$ cat src/hw/rtl/cfrt_pkg.sv
package cfrt_pkg;

    // Field count saturates at the smaller of MAX_FIELDS and the 10-bit range.
    localparam int MAX_FIELDS  = 1023;
    localparam int CNT_W       = 10;
    localparam int CNT_MAX     = (1 << CNT_W) - 1;
    localparam int COUNT_LIMIT = (MAX_FIELDS < CNT_MAX) ? MAX_FIELDS : CNT_MAX;

    localparam logic [7:0] CH_TAB   = 8'd9;
    localparam logic [7:0] CH_LF    = 8'd10;
    localparam logic [7:0] CH_CR    = 8'd13;
    localparam logic [7:0] CH_SP    = 8'd32;
    localparam logic [7:0] CH_QUOTE = 8'd34;

    // Register map, word index taken from paddr[3:2]
    localparam int          ADDR_W      = 4;
    localparam logic [1:0]  REG_SEP     = 2'd0;
    localparam logic [1:0]  REG_CHECK   = 2'd1;
    localparam logic [1:0]  REG_EXPECT  = 2'd2;
    localparam logic [7:0]  SEP_RESET   = 8'd44;

    typedef enum logic [2:0] {
        M_ROW     = 3'd0,
        M_FSTART  = 3'd1,
        M_UNQ     = 3'd2,
        M_QUOTED  = 3'd3,
        M_QSEEN   = 3'd4,
        M_AFTERCR = 3'd5,
        M_DRAIN   = 3'd6
    } mode_t;

    typedef enum logic [1:0] {
        KIND_DATA = 2'd0,
        KIND_FEND = 2'd1,
        KIND_REND = 2'd2,
        KIND_ERR  = 2'd3
    } kind_t;

    typedef enum logic [2:0] {
        ERR_NONE     = 3'd0,
        ERR_EMBEDDED = 3'd1,
        ERR_AFTER_Q  = 3'd2,
        ERR_EOF_Q    = 3'd3,
        ERR_COUNT    = 3'd4
    } err_t;

    typedef struct packed {
        logic [7:0] data_byte;
        logic       end_of_input;
    } in_beat_t;

    typedef struct packed {
        kind_t            kind;
        logic [7:0]       data;
        logic [CNT_W-1:0] field_count;
        err_t             error_code;
        logic             last;
    } out_beat_t;

    typedef struct packed {
        logic [7:0]       separator_char;
        logic             check_count;
        logic [CNT_W-1:0] expected_fields;
    } cfg_t;

    // What the parser hands to the result queue for one accepted item
    typedef struct packed {
        logic [1:0] n;
        out_beat_t  r0;
        out_beat_t  r1;
    } step_t;

endpackage

$ cat src/hw/rtl/csv_field_row_tokenizer_top.sv
// Channel   Handshake          Payload                           Beats per item
// in        in_valid/in_ready  in_item  (data_byte, end_of_input) 1
// out       out_valid/out_ready out_item (kind, data, field_count,
//                                         error_code, last)        0 to 2
// apb       psel/penable/pready paddr, pwdata, prdata             -
//
// One item is parsed in the cycle it is accepted; its results land in a
// four-entry result queue the next edge, so an item can enter every cycle
// while the queue has room. The queue drains one beat per cycle while
// out_ready is high, so items giving two results (field end plus row end)
// take two beats; one item per cycle holds while each gives at most one.
// in_ready holds low while the queue lacks room for two beats; it never
// depends on out_ready in the same cycle. Reset clears the parser state,
// the queue pointers and the registers to their defaults.
module csv_field_row_tokenizer_top (
    input  logic                          clk,
    input  logic                          rst_n,
    input  logic                          in_valid,
    output logic                          in_ready,
    input  cfrt_pkg::in_beat_t            in_item,
    output logic                          out_valid,
    input  logic                          out_ready,
    output cfrt_pkg::out_beat_t           out_item,
    input  logic                          psel,
    input  logic                          penable,
    input  logic                          pwrite,
    input  logic [cfrt_pkg::ADDR_W-1:0]   paddr,
    input  logic [31:0]                   pwdata,
    output logic [31:0]                   prdata,
    output logic                          pready
);
    import cfrt_pkg::*;

    cfg_t       cfg_reg, cfg_next;
    step_t      step;
    logic       take;
    logic       wr_en;
    logic [1:0] reg_idx;

    // Register file: writes land on the access beat, no wait states.
    assign pready  = 1'b1;
    assign wr_en   = psel && penable && pwrite;
    assign reg_idx = paddr[3:2];

    always_comb
    begin
        cfg_next = cfg_reg;
        prdata   = '0;
        case (reg_idx)
            REG_SEP:    prdata = {24'd0, cfg_reg.separator_char};
            REG_CHECK:  prdata = {31'd0, cfg_reg.check_count};
            REG_EXPECT: prdata = {{(32-CNT_W){1'b0}}, cfg_reg.expected_fields};
            default:    prdata = '0;
        endcase
        if (wr_en) begin
            case (reg_idx)
                REG_SEP:    cfg_next.separator_char  = pwdata[7:0];
                REG_CHECK:  cfg_next.check_count     = pwdata[0];
                REG_EXPECT: cfg_next.expected_fields = pwdata[CNT_W-1:0];
                default:    ; // drop writes outside the map
            endcase
        end
    end

    always_ff @(posedge clk or negedge rst_n)
    begin
        if (!rst_n) begin
            cfg_reg.separator_char  <= SEP_RESET;
            cfg_reg.check_count     <= 1'b0;
            cfg_reg.expected_fields <= '0;
        end
        else begin
            cfg_reg <= cfg_next;
        end
    end

    // Advance the parser only on an accepted input beat.
    assign take = in_valid && in_ready;

    cfrt_parser u_parser (
        .clk   (clk),
        .rst_n (rst_n),
        .take  (take),
        .beat  (in_item),
        .cfg   (cfg_reg),
        .step  (step)
    );

    // Hold results until the consumer takes them.
    cfrt_out_queue u_queue (
        .clk   (clk),
        .rst_n (rst_n),
        .push  (take),
        .step  (step),
        .room  (in_ready),
        .valid (out_valid),
        .ready (out_ready),
        .head  (out_item)
    );

endmodule

$ cat src/hw/rtl/cfrt_parser.sv
module cfrt_parser (
    input  logic              clk,
    input  logic              rst_n,
    input  logic              take,
    input  cfrt_pkg::in_beat_t beat,
    input  cfrt_pkg::cfg_t    cfg,
    output cfrt_pkg::step_t   step
);
    import cfrt_pkg::*;

    mode_t            mode_reg, mode_next;
    logic [CNT_W-1:0] cnt_reg, cnt_next;

    logic [7:0]       b;
    logic             line_end, is_ws, is_sep, is_quote;
    logic             row_path, field_path;
    logic [CNT_W-1:0] cnt_inc;
    out_beat_t        fend, rend_cur, rend_inc;

    function automatic out_beat_t row_close(input logic [CNT_W-1:0] c, input cfg_t cf);
        out_beat_t r;
        r = '0;
        r.field_count = c;
        if (cf.check_count && (c != cf.expected_fields)) begin
            r.kind       = KIND_ERR;
            r.error_code = ERR_COUNT;
        end
        else begin
            r.kind = KIND_REND;
        end
        return r;
    endfunction

    function automatic out_beat_t data_beat(input logic [7:0] d);
        out_beat_t r;
        r = '0;
        r.kind = KIND_DATA;
        r.data = d;
        return r;
    endfunction

    function automatic out_beat_t err_beat(input err_t e);
        out_beat_t r;
        r = '0;
        r.kind       = KIND_ERR;
        r.error_code = e;
        return r;
    endfunction

    always_comb
    begin
        b        = beat.data_byte;
        line_end = (b == CH_LF) || (b == CH_CR);
        is_ws    = (b == CH_SP) || (b == CH_TAB);
        is_sep   = (b == cfg.separator_char);
        is_quote = (b == CH_QUOTE);
        cnt_inc  = (cnt_reg < CNT_W'(COUNT_LIMIT)) ? cnt_reg + CNT_W'(1) : cnt_reg;
        fend      = '0;
        fend.kind = KIND_FEND;
        rend_cur  = row_close(cnt_reg, cfg);
        rend_inc  = row_close(cnt_inc, cfg);

        step       = '0;
        mode_next  = mode_reg;
        cnt_next   = cnt_reg;
        row_path   = 1'b0;
        field_path = 1'b0;

        if (beat.end_of_input) begin
            case (mode_reg)
                M_FSTART, M_UNQ, M_QSEEN:
                begin
                    step.n  = 2'd2;
                    step.r0 = fend;
                    step.r1 = rend_inc;
                end
                M_QUOTED:
                begin
                    step.n  = 2'd1;
                    step.r0 = err_beat(ERR_EOF_Q);
                end
                default: ;
            endcase
            mode_next = M_ROW;
            cnt_next  = '0;
        end
        else begin
            case (mode_reg)
                M_AFTERCR:
                begin
                    if (b == CH_LF)
                        mode_next = M_ROW;
                    else
                        row_path = 1'b1;
                end
                M_ROW:    row_path = 1'b1;
                M_FSTART: field_path = 1'b1;
                M_UNQ:
                begin
                    if (is_quote) begin
                        step.n    = 2'd1;
                        step.r0   = err_beat(ERR_EMBEDDED);
                        cnt_next  = '0;
                        mode_next = M_DRAIN;
                    end
                    else if (is_sep) begin
                        step.n    = 2'd1;
                        step.r0   = fend;
                        cnt_next  = cnt_inc;
                        mode_next = M_FSTART;
                    end
                    else if (line_end) begin
                        step.n    = 2'd2;
                        step.r0   = fend;
                        step.r1   = rend_inc;
                        cnt_next  = '0;
                        mode_next = (rend_inc.kind == KIND_ERR) ? M_DRAIN :
                                    (b == CH_CR) ? M_AFTERCR : M_ROW;
                    end
                    else begin
                        step.n  = 2'd1;
                        step.r0 = data_beat(b);
                    end
                end
                M_QUOTED:
                begin
                    if (is_quote) begin
                        mode_next = M_QSEEN;
                    end
                    else begin
                        step.n  = 2'd1;
                        step.r0 = data_beat(b);
                    end
                end
                M_QSEEN:
                begin
                    if (is_quote) begin
                        step.n    = 2'd1;
                        step.r0   = data_beat(CH_QUOTE);
                        mode_next = M_QUOTED;
                    end
                    else if (is_sep) begin
                        step.n    = 2'd1;
                        step.r0   = fend;
                        cnt_next  = cnt_inc;
                        mode_next = M_FSTART;
                    end
                    else if (line_end) begin
                        step.n    = 2'd2;
                        step.r0   = fend;
                        step.r1   = rend_inc;
                        cnt_next  = '0;
                        mode_next = (rend_inc.kind == KIND_ERR) ? M_DRAIN :
                                    (b == CH_CR) ? M_AFTERCR : M_ROW;
                    end
                    else begin
                        step.n    = 2'd1;
                        step.r0   = err_beat(ERR_AFTER_Q);
                        cnt_next  = '0;
                        mode_next = M_DRAIN;
                    end
                end
                M_DRAIN: ;
                default:  row_path = 1'b1;
            endcase

            if (row_path) begin
                mode_next = M_ROW;
                if (is_ws) begin
                    // skip leading blanks
                end
                else if (line_end) begin
                    step.n    = 2'd1;
                    step.r0   = rend_cur;
                    cnt_next  = '0;
                    mode_next = (rend_cur.kind == KIND_ERR) ? M_DRAIN :
                                (b == CH_CR) ? M_AFTERCR : M_ROW;
                end
                else begin
                    field_path = 1'b1;
                end
            end

            if (field_path) begin
                if (is_quote) begin
                    mode_next = M_QUOTED;
                end
                else if (is_sep) begin
                    step.n    = 2'd1;
                    step.r0   = fend;
                    cnt_next  = cnt_inc;
                    mode_next = M_FSTART;
                end
                else if (line_end) begin
                    step.n    = 2'd2;
                    step.r0   = fend;
                    step.r1   = rend_inc;
                    cnt_next  = '0;
                    mode_next = (rend_inc.kind == KIND_ERR) ? M_DRAIN :
                                (b == CH_CR) ? M_AFTERCR : M_ROW;
                end
                else begin
                    step.n    = 2'd1;
                    step.r0   = data_beat(b);
                    mode_next = M_UNQ;
                end
            end
        end

        // mark the final result of this item
        step.r0.last = (step.n == 2'd1);
        step.r1.last = (step.n == 2'd2);
    end

    always_ff @(posedge clk or negedge rst_n)
    begin
        if (!rst_n) begin
            mode_reg <= M_ROW;
            cnt_reg  <= '0;
        end
        else if (take) begin
            mode_reg <= mode_next;
            cnt_reg  <= cnt_next;
        end
    end

endmodule

$ cat src/hw/rtl/cfrt_out_queue.sv
module cfrt_out_queue (
    input  logic               clk,
    input  logic               rst_n,
    input  logic               push,
    input  cfrt_pkg::step_t    step,
    output logic               room,
    output logic               valid,
    input  logic               ready,
    output cfrt_pkg::out_beat_t head
);
    import cfrt_pkg::*;

    localparam int DEPTH = 4;
    localparam int PTR_W = $clog2(DEPTH);

    out_beat_t          mem_reg [DEPTH];
    logic [PTR_W-1:0]   wr_reg, wr_next, rd_reg, rd_next, wr_plus1;
    logic [PTR_W:0]     cnt_reg, cnt_next;
    logic [1:0]         n_push;
    logic               pop;

    assign room     = (cnt_reg <= (PTR_W+1)'(DEPTH - 2));
    assign valid    = (cnt_reg != '0);
    assign head     = mem_reg[rd_reg];
    assign pop      = valid && ready;
    assign n_push   = push ? step.n : 2'd0;
    assign wr_plus1 = wr_reg + PTR_W'(1);

    always_comb
    begin
        wr_next  = wr_reg + PTR_W'(n_push);
        rd_next  = rd_reg + PTR_W'(pop);
        cnt_next = cnt_reg + (PTR_W+1)'(n_push) - (PTR_W+1)'(pop);
    end

    always_ff @(posedge clk)
    begin
        if (n_push != 2'd0)
            mem_reg[wr_reg] <= step.r0;
        if (n_push == 2'd2)
            mem_reg[wr_plus1] <= step.r1;
    end

    always_ff @(posedge clk or negedge rst_n)
    begin
        if (!rst_n) begin
            wr_reg  <= '0;
            rd_reg  <= '0;
            cnt_reg <= '0;
        end
        else begin
            wr_reg  <= wr_next;
            rd_reg  <= rd_next;
            cnt_reg <= cnt_next;
        end
    end

endmodule

$ cat config.mk
export PLATFORM = sky130hd
export DESIGN_NAME = csv_field_row_tokenizer_top
export DESIGN_NICKNAME = d
export VERILOG_FILES = /design/src/hw/rtl/cfrt_pkg.sv /design/src/hw/rtl/csv_field_row_tokenizer_top.sv /design/src/hw/rtl/cfrt_parser.sv /design/src/hw/rtl/cfrt_out_queue.sv
export SDC_FILE = /design/constraint.sdc
export NUM_CORES = 1
export LEC_CHECK = 0
export ABC_AREA = 1
export BUFFER_PORTS_ARGS = -buffer_cell sky130_fd_sc_hd__buf_2
export CAP_MARGIN = 20
export CORE_AREA = 8 8 140 142
export CTS_CLUSTER_DIAMETER = 60
export DETAILED_ROUTE_END_ITERATION = 8
export DIE_AREA = 0 0 148 150
export PLACE_DENSITY_LB_ADDON = 0.1
export SLEW_MARGIN = 0
export SYNTH_ARGS = -nofsm -noshare
export SYNTH_HDL_FRONTEND = slang
export SYNTH_HIERARCHICAL = 1
export SYNTH_SLANG_ARGS = --single-unit
$ cat constraint.sdc
create_clock -name clk -period 4.5 [get_ports clk]
set_clock_uncertainty 0.15 [all_clocks]
set_input_delay 0.45 -clock clk [delete_from_list [all_inputs] [get_ports clk]]
set_output_delay 0.45 -clock clk [all_outputs]
set_load 0.1 [all_outputs]
### Yosys cells after proc, flatten, opt, wreduce, memory -nomap -nowiden

Memories as Yosys holds them, arrays and structs flattened.
Index checks and enable logic that the tools add are counted.

| word-level totals | value |
|---|---|
| bits in registers | 39 |
| bits in latches | 0 |
| bits in writable memories | 96 |
| bits in read-only memories | 0 |
| input bits | 52 |
| output and inout port bits | 59 |
| word-level logic and storage cells | 135 |
| memories kept | 1 |

Memories:

| name | depth | width | read ports | clocked after Yosys merged registers in | write ports | RTL line | source |
|---|---|---|---|---|---|---|---|
| u_queue.mem_reg | 4 | 24 | 1 | 0 | 2 | cfrt_out_queue.sv:16 | `out_beat_t mem_reg [DEPTH];` |

| cells by class | value |
|---|---|
| add/sub/neg operators | 6 |
| multipliers | 0 |
| divide/modulo/power cells | 0 |
| order comparisons | 2 |
| equality and inequality tests | 24 |
| shifts and indexed selects | 0 |
| multiplexer cells | 75 |
| bitwise logic cells | 0 |
| reductions and logical operators | 19 |

Operators by type and width:

| operator | count |
|---|---|
| 26-bit two-way mux | 9 |
| 24-bit two-way mux | 7 |
| 50-bit two-way mux | 3 |
| 10-bit two-way mux | 14 |
| 26-bit case mux with 3 select lines | 1 |
| 3-bit two-way mux | 21 |
| 26-bit case mux with 2 select lines | 1 |
| 10-bit case mux with 3 select lines | 1 |
| 25-bit two-way mux | 1 |
| 8-bit by 4-bit == test with 1-bit output, second input constant | 3 |
| 10-bit inequality test | 2 |
| 10-bit case mux with 2 select lines | 1 |
| 8-bit by 6-bit == test with 1-bit output, second input constant | 2 |
| 1-bit two-way mux | 13 |
| 3-bit case mux with 4 select lines | 1 |
| 10-bit by 1-bit adder with 10-bit output, second input constant | 1 |
| 2-bit == test, second input constant | 5 |
| 10-bit < comparator, second input constant | 1 |
| 5-bit by 2-bit inequality test with 1-bit output, second input constant | 2 |
| 3-bit == test, second input constant | 3 |
| 8-bit == test | 1 |
| 7-bit by 2-bit inequality test with 1-bit output, second input constant | 1 |
| 7-bit nonzero test | 1 |
| 3-bit by 2-bit == test with 1-bit output, second input constant | 2 |
| other kinds (20) | 29 |

### Logic depth before layout (Yosys ltp)

| logic depth | value |
|---|---|
| word-level depth | 18 |
| gate-level depth with buffers | 23 |
| depth with buffers taken out | 23 |

### By module

Netlist, hierarchy kept.

Modules (own cells, without submodules):

| module | instances | cells each | area each (um^2) | sequential area each (um^2) |
|---|---|---|---|---|
| cfrt_out_queue | 1 | 560 | 5221.3 | 3057.9 |
| cfrt_parser | 1 | 434 | 2364.8 | 325.3 |
| csv_field_row_tokenizer_top | 1 | 148 | 1127.3 | 479.2 |

### Worst setup path before layout

No wires, ideal clock.

| path | value |
|---|---|
| path type | register to register |
| from | reg u_queue.cnt_reg[0] |
| to | mem u_queue/mem_reg[1][0] (netlist bit) (enable) |
| library setup time | 381 ps |
| data arrival time | 3252 ps |
| data required time | 3969 ps |
| slack | 717 ps |
| stages on the path, launching flop included | 9 |
| period minus slack after synthesis | 3783 ps |
| cells stage by stage | dfrtp_1 -> a21oi_1 -> nand2_1 -> inv_1 -> nand2_2 -> nor2_4 -> nand2_2 -> clkbuf_2 -> nand2_1 |

RTL lines:

| element | RTL line | source |
|---|---|---|
| start, declared | cfrt_out_queue.sv:18 | `logic [PTR_W:0] cnt_reg, cnt_next;` |
| start signal, assigned | cfrt_out_queue.sv:54 | `cnt_reg <= cnt_next;` |
| end, declared | cfrt_out_queue.sv:16 |  |

==> flow_summary.yaml <==
logic_synthesis:
  syn_area_um2: 8713
  synth_warnings: 6
  synth_edf_count: 96
  async_flop_share_pct: 28.89
  synth-seq-cells: 135
  netlist_instances: 1142
  avgSynthCellArea_um2: 7.630
  synth_ff_type: "edfxtp_1"
  ys_types: 50
  seq_area_frac_synth_pct: 44.33
power:
  p_per_area_nw_per_um2: 639.7
  power_uw: 6108
  p_leak_uw: 0.004035
  max-vdd-ir-drop_mv: 0.4681
worst_setup_path:
  cp_slowest_cell: "dfrtp_1"
  crit_path_end_kind: "flop"
  worstPathCellList: "inv_1 > nor2_1 > nor3_1 > nand2_1 > nor2_1 > nand2_2 > nand2_2 > nand2_2 > nand2_1 > nor2_1 > o31ai_1 > nand2_1 > inv_1 > nand2_1 > nand2_1 > ha_1 > inv_1 > fa_1 > xnor2_1 > inv_1 > nand2_1 > nand2_1"
  worstPathMaxFanout: 6
  crit_arrival_ns: 3.91
  timing_worst_setup_path_type: "reg -> reg"
  cp-start-kind: "flop"
  crit_buf_inv: 4
  rrSetupSlack_ns: 0.76
  cp_top_family: "simple AND/OR/NAND/NOR gates"
  crit_path_frequent_cell: "nand2_1"
  critPathMaxStageDelay_ns: 0.45
  cp.required_ns: 4.67
sta:
  hold_viol: 0
  rsz0062_at_grt: "no"
  fin_crit_sh_pct: 83.13
  tightest_slew_ns: 0.9411
  slew_headroom_pct: 37.26
  fmax_ghz: 0.2673
  fin_hold_ws_ns: 0.01457
  tns_ns: 0
  min_period_ns: 3.741
  slew_viol_final: 0
  finalSetupViolCount: 0
floorplanning:
  die_h_um: 150
  rows: 49
  dieArea_um2: 22200
  io_pins: 111
  die_w_um: 148
  core_region_area_um2: 17530
  start_util_pct: 49.69
grt:
  grt_pass1_vias: 6868
  antenna_found_initial: 0
  grt_remaining_overflow: 0
  grt_max_degree: 52
  track_usage_pct: 20.14
  grt_pass1_wl_um: 35290
route:
  dr.pass1.iters: 5
  wl_per_cell_um: 15.34
  finalWirelength_um: 21870
  ant_nets: 0
  vias: 7298
  vias_per_cell: 5.118
  drt_iter0_markers: 647
  drcViolationCount: 0
clocking:
  cts-resized-gates: 0
  cts_sinks: 135
  cts_root_buf: "clkbuf_16"
  clockBufferDepth: 2
  cts_hold_buf: 0
  clk_latency_ns: 0.42
  tritoncts: "built"
  postCtsSetupRepairBufs: 0
  clk_pin_slew_ns: 0.06
  cts_max_level: 4
  cts_buffers: 17
finish:
  utilization_pct: 54.45
  antenna_cells: 0
  largest_reg_flops: 96
  syn2layout_area_growth_pct: 9.578
  final_nets: 1241
  final_cell_mix: "nand2_1 (340), nor2_1 (136), o21ai_0 (131)"
  layout-drive-gt1-share_pct: 15.96
  layout_commonest_cell: "nand2_1"
placed_design:
  numPortBuffers: 63
  dp_hpwl_um: 15120
  place_congestion: 0.9183
min_path:
  min_path_type: "in -> async"
status:
  status: "completed"
flow_run:
  max_cap_viol_count: 0
-- metrics by stage --
step	cells	cell area, µm²	worst slack (ns)
after CTS	1426	9548	0.7658
after global routing	1426	9548	0.2241
after detailed placement	1394	8970	0.6887
final	1426	9548	0.7590
after floorplan	1172	8826	0.7166
after global placement	1394	8970	0.6860
-- layer usage --
metal	wire (µm)	global-route usage, %
met2	10480	33.97
met3	1194	4.324
met1	9946	25.97
met5	0	0
met4	250	4.691
-- synth_stat cells, drive strengths merged (8+ instances only) --
| master | instances | area [µm²] |
|---|---|---|
| dfrtp | 36 | 900.9 |
| edfxtp | 96 | 2883 |
| or2 | 8 | 50.05 |
| buf | 62 | 461.7 |
| nor2 | 147 | 623.1 |
| a21oi | 15 | 78.83 |
| nand2 | 362 | 1434 |
| xnor2 | 8 | 70.07 |
| clkbuf | 18 | 71.31 |
| nor3 | 15 | 90.09 |
| o21ai | 195 | 1051 |
| nand3 | 31 | 182.7 |
| inv | 101 | 384.1 |
| nand4 | 13 | 81.33 |
-- report_power, final --
part           switching [µW]  internal [µW]  total (µW)
combinational            2490            561        3060
sequential                124           1550        1680
clock                     557            818        1370
-- worst reg2reg max path: stages, from the launching register on --
cell     delay (ns)
dfrtp_1        0.45
inv_1          0.13
nor2_1         0.07
nor3_1         0.16
nand2_1        0.14
nor2_1         0.22
nand2_2        0.10
nand2_2        0.12
nand2_2        0.11
nand2_1        0.11
nor2_1         0.06
o31ai_1        0.45
nand2_1        0.14
inv_1          0.16
nand2_1        0.08
nand2_1        0.07
ha_1           0.14
inv_1          0.05
fa_1           0.37
xnor2_1        0.19
inv_1          0.06
nand2_1        0.05
nand2_1        0.05
-- path summary, 6_finish.rpt --
kind                                            from                  to  cells past startpoint
worst min register to register     u_queue/rd_reg[1]   u_queue/rd_reg[1]                      2
max in group asynchronous                      rst_n   u_queue/rd_reg[0]                      1
worst max-delay path            u_parser/mode_reg[0]  u_queue/cnt_reg[2]                     22
worst max register to register  u_parser/mode_reg[0]  u_queue/cnt_reg[2]                     22
worst min-delay path                           rst_n          cfg_reg[8]                      1
min in group clk                           pwdata[8]          cfg_reg[8]                      3
-- layout make-up --
cell class | count | area [µm²]
fillers | 1708 | 7986
inverters | 102 | 387.9
flip-flops and latches | 135 | 3862
repair buffers | 73 | 390.4
well taps | 229 | 286.5
multi-input cells | 855 | 4043
clock buffers | 17 | 425.4
clock inverters | 15 | 152.6
-- kinds of logic after synthesis --
logic type | after synthesis | share of synthesized area, %
AOI/OAI and AO/OA | 222 | 13.99
xor gates and xnor gates | 12 | 1.206
adders and majority gates | 5 | 0.8042
buffers and inverters | 182 | 10.57
DFF | 135 | 44.33
other | 3 | 0.1292
and+or+nand+nor | 583 | 28.98
(Power assumes the default switching activity.)
